### src/design/abdf_pkg.sv
// Package for the anchor box decode and filter unit.
// Types, sizes, constants and arithmetic helpers used by the top level, abdf_cfg and abdf_decode.
// No dependencies.
package abdf_pkg;

  // Template table
  localparam int TEMPLATE_SLOTS = 32;
  localparam int SLOT_AW        = (TEMPLATE_SLOTS > 1) ? $clog2(TEMPLATE_SLOTS) : 1;
  localparam int TBL_W          = 32;

  // Grid
  localparam int GRID_MAX  = 512;
  localparam int CELL_SIZE = 8;

  // Action codes
  localparam logic ACT_LOAD   = 1'b0;
  localparam logic ACT_DECODE = 1'b1;

  // Configuration registers, index = paddr[APB_AW-1:2]
  localparam int APB_AW = 4;
  localparam int APB_DW = 32;
  typedef enum logic [1:0] {
    REG_SCORE_THRESHOLD = 2'd0,
    REG_FRAME_WIDTH     = 2'd1,
    REG_FRAME_HEIGHT    = 2'd2
  } reg_idx_e;

  localparam logic [15:0] THRESHOLD_RST = 16'd0;
  localparam logic [11:0] FRAME_W_RST   = 12'd224;
  localparam logic [11:0] FRAME_H_RST   = 12'd224;

  typedef struct packed {
    logic [15:0] score_threshold;
    logic [11:0] frame_width;
    logic [11:0] frame_height;
  } cfg_t;

  // Arithmetic widths
  localparam int EXP_W   = 17;  // d*log2(e), Q4.12
  localparam int MANT_W  = 17;  // 2^frac, Q.16
  localparam int PROD_W  = 34;  // size * mantissa
  localparam int SIZE_W  = 20;  // saturated size, Q16.4
  localparam int CW      = 22;  // centre, Q17.4 signed
  localparam int CRN_W   = CW + 2;  // corners, Q.5 signed
  localparam int SIZE_SAT = 1048575;
  localparam int LOG2E_Q16 = 94548;

  // 2^(i/16) in Q.16
  localparam logic [17:0] POW2_FRAC [17] = '{
    18'd65536,  18'd68438,  18'd71468,  18'd74632,  18'd77936,  18'd81386,
    18'd84990,  18'd88752,  18'd92682,  18'd96785,  18'd101070, 18'd105545,
    18'd110218, 18'd115098, 18'd120194, 18'd125515, 18'd131072
  };

  typedef struct packed {
    logic                we;
    logic [SLOT_AW-1:0]  waddr;
    logic [TBL_W-1:0]    wdata;
    logic                re;
    logic [SLOT_AW-1:0]  raddr;
  } ram_req_t;

  typedef struct packed {
    logic              neg;
    logic [SIZE_W-1:0] mag;
  } size_t;

  // floor((d*log2(e) in Q.16 + half) / 2^16)
  function automatic logic signed [EXP_W-1:0] log2e_scale(input logic signed [15:0] d);
    logic signed [33:0] p;
    p = $signed({{18{d[15]}}, d}) * 34'sd94548 + 34'sd32768;
    return p[32:16];
  endfunction

  // Piecewise linear 2^(x/4096) for x in [0,4096), Q.16
  function automatic logic [MANT_W-1:0] pow2_mant(input logic [3:0] idx,
                                                  input logic [7:0] frac);
    logic [17:0] lo;
    logic [17:0] hi;
    logic [12:0] diff;
    logic [20:0] step;
    lo   = POW2_FRAC[5'(idx)];
    hi   = POW2_FRAC[5'(idx) + 5'd1];
    diff = 13'(hi - lo);
    step = 21'(diff) * 21'(frac) + 21'd128;
    return MANT_W'(lo) + MANT_W'(step[20:8]);
  endfunction

  // floor((p + 2^(s-1)) / 2^s), saturated above
  function automatic size_t size_round(input logic signed [PROD_W-1:0] p,
                                       input logic [4:0] s);
    logic signed [PROD_W:0] sum;
    logic signed [PROD_W:0] q;
    size_t r;
    sum   = {p[PROD_W-1], p} + ((PROD_W+1)'(1) << (s - 5'd1));
    q     = sum >>> s;
    r.neg = q[PROD_W];
    r.mag = (q[PROD_W-1:0] > PROD_W'(SIZE_SAT)) ? SIZE_W'(SIZE_SAT) : q[SIZE_W-1:0];
    return r;
  endfunction

endpackage

### src/design/abdf_cfg.sv
// APB-style configuration registers: score threshold and frame size.
// Depends on abdf_pkg.
module abdf_cfg
  import abdf_pkg::*;
(
  input  logic              clk_i,
  input  logic              rst_ni,
  input  logic              psel,
  input  logic              penable,
  input  logic              pwrite,
  input  logic [APB_AW-1:0] paddr,
  input  logic [APB_DW-1:0] pwdata,
  output logic [APB_DW-1:0] prdata,
  output logic              pready,
  output cfg_t              cfg_o
);

  cfg_t       cfg_q, cfg_d;
  logic [1:0] reg_idx;
  logic       wr_en;

  assign pready  = 1'b1;
  assign reg_idx = paddr[APB_AW-1:2];
  assign wr_en   = psel && penable && pwrite && pready;

  always_comb begin
    cfg_d = cfg_q;
    if (wr_en) begin
      case (reg_idx)
        REG_SCORE_THRESHOLD: cfg_d.score_threshold = pwdata[15:0];
        REG_FRAME_WIDTH:     cfg_d.frame_width     = pwdata[11:0];
        REG_FRAME_HEIGHT:    cfg_d.frame_height    = pwdata[11:0];
        default: ;
      endcase
    end
  end

  always_comb begin
    case (reg_idx)
      REG_SCORE_THRESHOLD: prdata = APB_DW'(cfg_q.score_threshold);
      REG_FRAME_WIDTH:     prdata = APB_DW'(cfg_q.frame_width);
      REG_FRAME_HEIGHT:    prdata = APB_DW'(cfg_q.frame_height);
      default:             prdata = '0;
    endcase
  end

  always_ff @(posedge clk_i or negedge rst_ni) begin
    if (!rst_ni) begin
      cfg_q.score_threshold <= THRESHOLD_RST;
      cfg_q.frame_width     <= FRAME_W_RST;
      cfg_q.frame_height    <= FRAME_H_RST;
    end else begin
      cfg_q <= cfg_d;
    end
  end

  assign cfg_o = cfg_q;

endmodule

### config.mk
export PLATFORM = sky130hd
export DESIGN_NAME = abdf_cfg
export DESIGN_NICKNAME = d
export VERILOG_FILES = /design/src/design/abdf_pkg.sv /design/src/design/abdf_cfg.sv
export SDC_FILE = /design/constraint.sdc
export NUM_CORES = 1
export LEC_CHECK = 0
export BUFFER_PORTS_ARGS = -buffer_cell sky130_fd_sc_hd__buf_4
export CORE_UTILIZATION = 35
export CTS_CLUSTER_SIZE = 24
export DETAILED_ROUTE_END_ITERATION = 6
export PLACE_DENSITY = 0.67
export SYNTH_ARGS = -nofsm -noshare
export SYNTH_HDL_FRONTEND = slang
export SYNTH_SLANG_ARGS = --single-unit
### constraint.sdc
create_clock -name clk_i -period 1.2 [get_ports clk_i]
set_input_delay 0.24 -clock clk_i [delete_from_list [all_inputs] [get_ports clk_i]]
set_output_delay 0.24 -clock clk_i [all_outputs]
set_load 0.01 [all_outputs]
==> summary.txt, run 1 <==
status - finished, violations left
failing checks - negative setup slack
distinct cell type count after synthesis - 19
Crit. End Element - output port
pre-CTS WS - -0.270 ns
Pins Over Slew Limit - 0
clock skew - 0 ns
Clock Sinks - 40
FF+latch count, synth - 40
Slew @ Worst Pin - 0.523 ns
Max-cap violations - 0
Fin Hold WS - 0.172 ns
CTS tree - done
P per Cell Area - 1550 nW/um^2
Syn. warnings - 0
Die Ht - 77.3 um
Max VDD drop - 1.06 mV
via count - 1623
vias per inst - 4.61
CTS root buf - clkbuf_8
DR iter-0 viols - 40
placed inst area - 2680 sq um
area grow syn2layout - 62.1%
number of global-route vias before repair - 1603
H-tree depth - 2
GR Util met1 - 0.220
synthesized area per cell - 13.0 sq um
share of cells above drive strength 1 - 0.679
Reg clk slew, reported paths - 0.08 ns
startpoint types - register
largest net degree at the start of global routing - 41
Rows - 27
grt met3 use - 0.0429
Hold Vio Cnt, Final - 0
crit path DAT - 1.16 ns
Ports - 114
cell count after synthesis - 153
Total Routing Usage GR - 0.174
commonest non-fill, non-tap cell in the layout - buf_4
Post-Layout Inst Area - 3220 sq um
Fill cells - 465
worst min path class - in -> reg
Die Footprint - 5980 sq um
Pre-antenna DRT Iters - 4
number of port buffers - 78
CP Data Required Time - 0.96 ns
Final Instance Count excl. Fillers - 352
Leakage - 1.63 nW
Initial Util - 0.363
drt drc - 0
# diodes - 0
fin worst setup slack - -0.204 ns
sequential element share of the synthesized area - 0.508
Final ANT Viol Nets - 0
total gr overflow - 0
Setup CP Type - reg -> out
WL per Instance - 14.5 um
number of flip-flops under the largest register name - 40
final wirelength - 5.12 mm
Max FO, Critical Path - 2
Placed Cells - 311
cts bufs inserted - 5
die width - 77.3 um
final cycle utilization of the critical path - 1.17
# setup viols final - 16
initial antenna violation count - 0
global-route wire length before repair - 7.83 mm
Final #Nets - 320
total power - 4.99 mW
clk_lat worst skew - 0.29 ns
RSZ-0062 raised after global routing - yes
Yosys top cell area share - 0.428
top post-synthesis cells by area - dfrtp_1 43%, mux2_2 17%, dfstp_2 7.9%
met2 GRT Util - 0.279
busiest layer in global routing - met2
GPL Wtd Cong - 0.714
Fmax achieved - 0.712 GHz
synthesized cell area - 1990 sq um
core area - 5470 sq um
most frequent cells in the layout - 82 x buf_4, 45 x buf_6, 34 x dfrtp_1, 30 x mux2_2, 17 x conb_1
largest area contributor in the netlist - dfrtp_1
Tmin final - 1.40 ns
DPL Wire Length - 3.34 mm
Clock Tree Buf Depth - 2
relative slew slack - 0.652
Final Util - 0.588
total negative slack - -1.63 ns
[power breakdown]
part	switching (mW)	leakage, nW	total, mW	internal, mW
Combinational	0.773	1.11	2.18	1.40
Sequential	0.249	0.480	1.95	1.70
Clock	0.458	0.0422	0.866	0.408
Total	1.48	1.63	4.99	3.51
[cell usage after synthesis]
| library cell | number |
|---|---|
| buf_12 | 1 |
| dfrtp_1 | 34 |
| buf_2 | 2 |
| nand2_1 | 12 |
| mux2_2 | 30 |
| clkbuf_1 | 2 |
| conb_1 | 2 |
| and2_1 | 4 |
| nor2_1 | 1 |
| buf_4 | 18 |
| dfstp_2 | 6 |
| nand3_1 | 1 |
| mux2i_1 | 12 |
| o21ai_0 | 12 |
| or3_1 | 1 |
| nor2b_1 | 1 |
| buf_6 | 2 |
| mux2_4 | 10 |
| nor3b_1 | 2 |
[critical path, cell delays in order (launching register included)]
cell and delay (ns):
dfstp_2 0.54, mux2i_1 0.06, o21ai_1 0.14, buf_4 0.14
[final timing paths]
path / startpoint / end / slack, ns / cells after the start
min reg2reg: cfg_o[14]$_DFFE_PN0P_ / cfg_o[14]$_DFFE_PN0P_ / 0.54 / 1
min: pwdata[15] / cfg_o[39]$_DFFE_PN0P_ / 0.17 / 2
max in group asynchronous: rst_ni / cfg_o[18]$_DFFE_PN1P_ / 0.34 / 2
max: cfg_o[6]$_DFFE_PN1P_ / prdata[6] / -0.20 / 3
max reg2reg: cfg_o[38]$_DFFE_PN0P_ / cfg_o[38]$_DFFE_PN0P_ / 0.17 / 3
min in group asynchronous: rst_ni / cfg_o[39]$_DFFE_PN0P_ / 0.46 / 2
[layout make-up]
class | count | area, sq um | area share
well taps | 72 | 90.1 | 0.0280
clock buffers | 7 | 76.3 | 0.0237
flip-flops and latches | 40 | 1010 | 0.313
multi-input cells | 103 | 887 | 0.276
clock inverters | 1 | 5.00 | 0.00155
repair buffers | 129 | 1150 | 0.358
[metal layers]
layer / routed length, um / up-vias
met5: 0 / -
met3: 298 / 6
met4: 73 / 0
li1: - / 744
met1: 2270 / 805
met2: 2470 / 68
[repair_timing]
item	4_1_cts	5_1_grt
pin swaps	4	4
hold endpoints to repair	34	0
cloned	1	0
setup endpoints to repair	21	46
buffers inserted	23	11
hold buffers	1	0
gates resized for setup	38	33
[logic make-up (layout without fill, tap and decap cells)]
| logic type | count (synthesis) | in the layout | synth area share |
|---|---|---|---|
| flops | 40 | 40 | 0.508 |
| compound gates | 12 | 12 | 0.0302 |
| mux | 52 | 52 | 0.306 |
| buf+inv | 25 | 137 | 0.0983 |
| simple gates | 22 | 22 | 0.0536 |
| other cells | 2 | 17 | 0.00378 |
No activity file was read; power rests on OpenSTA's default activity.
==> inputs of run 2 (changes only) <==
TNS_END_PERCENT = 5   (was unset)
==> summary.txt, run 2 (same netlist as run 1, synthesis figures left out) <==
Top delay family on crit path - flip-flops (unchanged)
CTS root buf - clkbuf_8 (unchanged)
Final Util - 0.530 (was 0.588)
worst setup path start - cfg_o[5]$_DFFE_PN1P_ (was cfg_o[6]$_DFFE_PN1P_)
number of flip-flops under the largest register name - 40 (unchanged)
P per Cell Area - 1600 nW/um^2 (was 1550 nW/um^2)
Clk pwr share - 0.236 (was 0.174)
Final #Nets - 291 (was 320)
# setup viols final - 15 (was 16)
clock skew - 0 ns (unchanged)
status - finished, violations left (unchanged)
commonest non-fill, non-tap cell in the layout - buf_4 (unchanged)
worst reg2reg endpoint - cfg_o[7]$_DFFE_PN1P_ (was cfg_o[38]$_DFFE_PN0P_)
Switching Share - 0.292 (was 0.296)
clk_lat worst skew - 0.29 ns (about the same)
Die Ht - 77.3 um (unchanged)
Max-cap violations - 0 (unchanged)
startpoint of the worst hold path - pwdata[15] (unchanged)
Fill cells - 488 (was 465)
largest net degree at the start of global routing - 41 (unchanged)
Worst Hold Path Cells - 2 (unchanged)
Clock Tree Buf Depth - 2 (unchanged)
Total Routing Usage GR - 0.164 (was 0.174)
CP Data Required Time - 0.96 ns (about the same)
Ports - 114 (unchanged)
Rows - 27 (unchanged)
Leakage - 1.46 nW (was 1.63 nW)
Pre-antenna DRT Iters - 4 (unchanged)
Reg clk slew, reported paths - 0.08 ns (about the same)
share of cells above drive strength 1 - 0.641 (was 0.679)
Crit. End Element - output port (unchanged)
total power - 4.65 mW (was 4.99 mW)
Setup CP Type - reg -> out (unchanged)
Initial Util - 0.363 (unchanged)
cts bufs inserted - 5 (unchanged)
DPL Wire Length - 3.37 mm (was 3.34 mm)
R2R depth - 2 (was 3)
Clock Sinks - 40 (unchanged)
Tmin final - 1.39 ns (was 1.40 ns)
Internal Power - 3.29 mW (was 3.51 mW)
Die Footprint - 5980 sq um (unchanged)
critical path's slowest cell - dfstp_2 (unchanged)
relative slew slack - 0.665 (was 0.652)
CTS tree - done (unchanged)
core area - 5470 sq um (unchanged)
initial antenna violation count - 0 (unchanged)
multi-input logic area - 873 sq um (was 887 sq um)
global-route wire length before repair - 7.47 mm (was 7.83 mm)
Fmax achieved - 0.718 GHz (was 0.712 GHz)
Hold Vio Cnt, Final - 0 (unchanged)
drt drc - 0 (unchanged)
final wirelength - 4.57 mm (was 5.12 mm)
Max VDD drop - 0.871 mV (was 1.06 mV)
via count - 1450 (was 1623)
DR iter-0 viols - 39 (was 40)
Max FO, Critical Path - 2 (unchanged)
Switch Pwr - 1.36 mW (was 1.48 mW)
Pins Over Slew Limit - 0 (unchanged)
total gr overflow - 0 (unchanged)
worst min path class - in -> reg (unchanged)
CP peak stage delay - 0.54 ns (about the same)
RSZ-0062 raised after global routing - yes (unchanged)
die width - 77.3 um (unchanged)
crit path cell chain - mux2i_1 -> o21ai_1 -> buf_4 (unchanged)
final cycle utilization of the critical path - 1.16 (was 1.17)
r2r setup slk - 0.36 ns (was 0.17 ns)
H-tree depth - 2 (unchanged)
Fin Hold WS - 0.170 ns (was 0.172 ns)
Final ANT Viol Nets - 0 (unchanged)
# diodes - 0 (unchanged)
worst path bufs/invs - 1 (unchanged)
number of global-route vias before repair - 1451 (was 1603)
most frequent cells in the layout - 87 x buf_4, 34 x dfrtp_1, 30 x mux2_2, 17 x conb_1 (was 82 x buf_4, 45 x buf_6, 34 x dfrtp_1, 30 x mux2_2, 17 x conb_1)
Reg power frac - 0.420 (was 0.390)
register area - 1010 sq um (unchanged)
pre-CTS WS - -0.293 ns (was -0.270 ns)
crit path DAT - 1.15 ns (was 1.16 ns)
WL per Instance - 14.2 um (was 14.5 um)
Slew @ Worst Pin - 0.502 ns (was 0.523 ns)
Worst Hold End - cfg_o[39]$_DFFE_PN0P_ (unchanged)
FF-to-FF Start - cfg_o[7]$_DFFE_PN1P_ (was cfg_o[38]$_DFFE_PN0P_)
fin worst setup slack - -0.192 ns (was -0.204 ns)
vias per inst - 4.49 (was 4.61)
failing checks - negative setup slack (unchanged)
GPL Wtd Cong - 0.685 (was 0.714)
Logic pwr share - 0.344 (was 0.436)
number of port buffers - 78 (unchanged)
startpoint types - register (unchanged)
area grow syn2layout - 46.0% (was 62.1%)
[run 2: metal layers]
metal,up-vias,global-route usage,routed length (um)
li1,686,-,-
met1,699,0.216,1970
met2,60,0.264,2280
met3,5,0.0500,282
met4,0,0.0396,38
met5,-,0,0
[run 2: worst max path at each step]
| stage | end | slack (ns) | cells after the start |
|---|---|---|---|
| 2_1_floorplan | cfg_o[24]$_DFFE_PN0P_ | -0.19 | 5 |
| 3_3_place_gp | cfg_o[8]$_DFFE_PN0P_ | -0.27 | 6 |
| 3_5_place_dp | cfg_o[8]$_DFFE_PN0P_ | -0.29 | 6 |
| 4_1_cts | prdata[6] | -0.22 | 3 |
| 5_1_grt | prdata[7] | -0.29 | 3 |
| 6_report | prdata[5] | -0.19 | 3 |
[run 2: repair_timing]
| item | in CTS | in global routing |
|---|---|---|
| setup endpoints to repair | 22 | 22 |
| pin swaps | 0 | 2 |
| setup buffers | 2 | 0 |
| resized for setup | 18 | 11 |
| hold buffers | 1 | 0 |
| hold endpoints to repair | 34 | 0 |
[run 2: per-stage QoR]
step | area, sq um | instances | TNS, ns
final | 2900 | 323 | -1.75
after global routing | 2900 | 323 | -2.93
after CTS | 2880 | 323 | -2.27
after detailed placement | 2700 | 312 | -11.77
after global placement | 2700 | 312 | -11.38
after floorplan | 2040 | 168 | -5.35
[run 2: power groups by stage]
stage / clock, mW / combinational, mW / sequential, mW
global route: 1.21 / 1.72 / 2.01
detailed placement: 0 / 1.52 / 1.98
finish: 1.10 / 1.60 / 1.95
global placement: 0 / 1.50 / 1.97
CTS: 1.14 / 1.61 / 1.96
floorplan: 0 / 0.585 / 2.08
[run 2: layout make-up]
class	instances	area share
flip-flops and latches	40	0.348
multi-input cells	103	0.301
repair buffers	100	0.281
well taps	72	0.0311
clock buffers	5	0.0237
clock inverters	3	0.0147
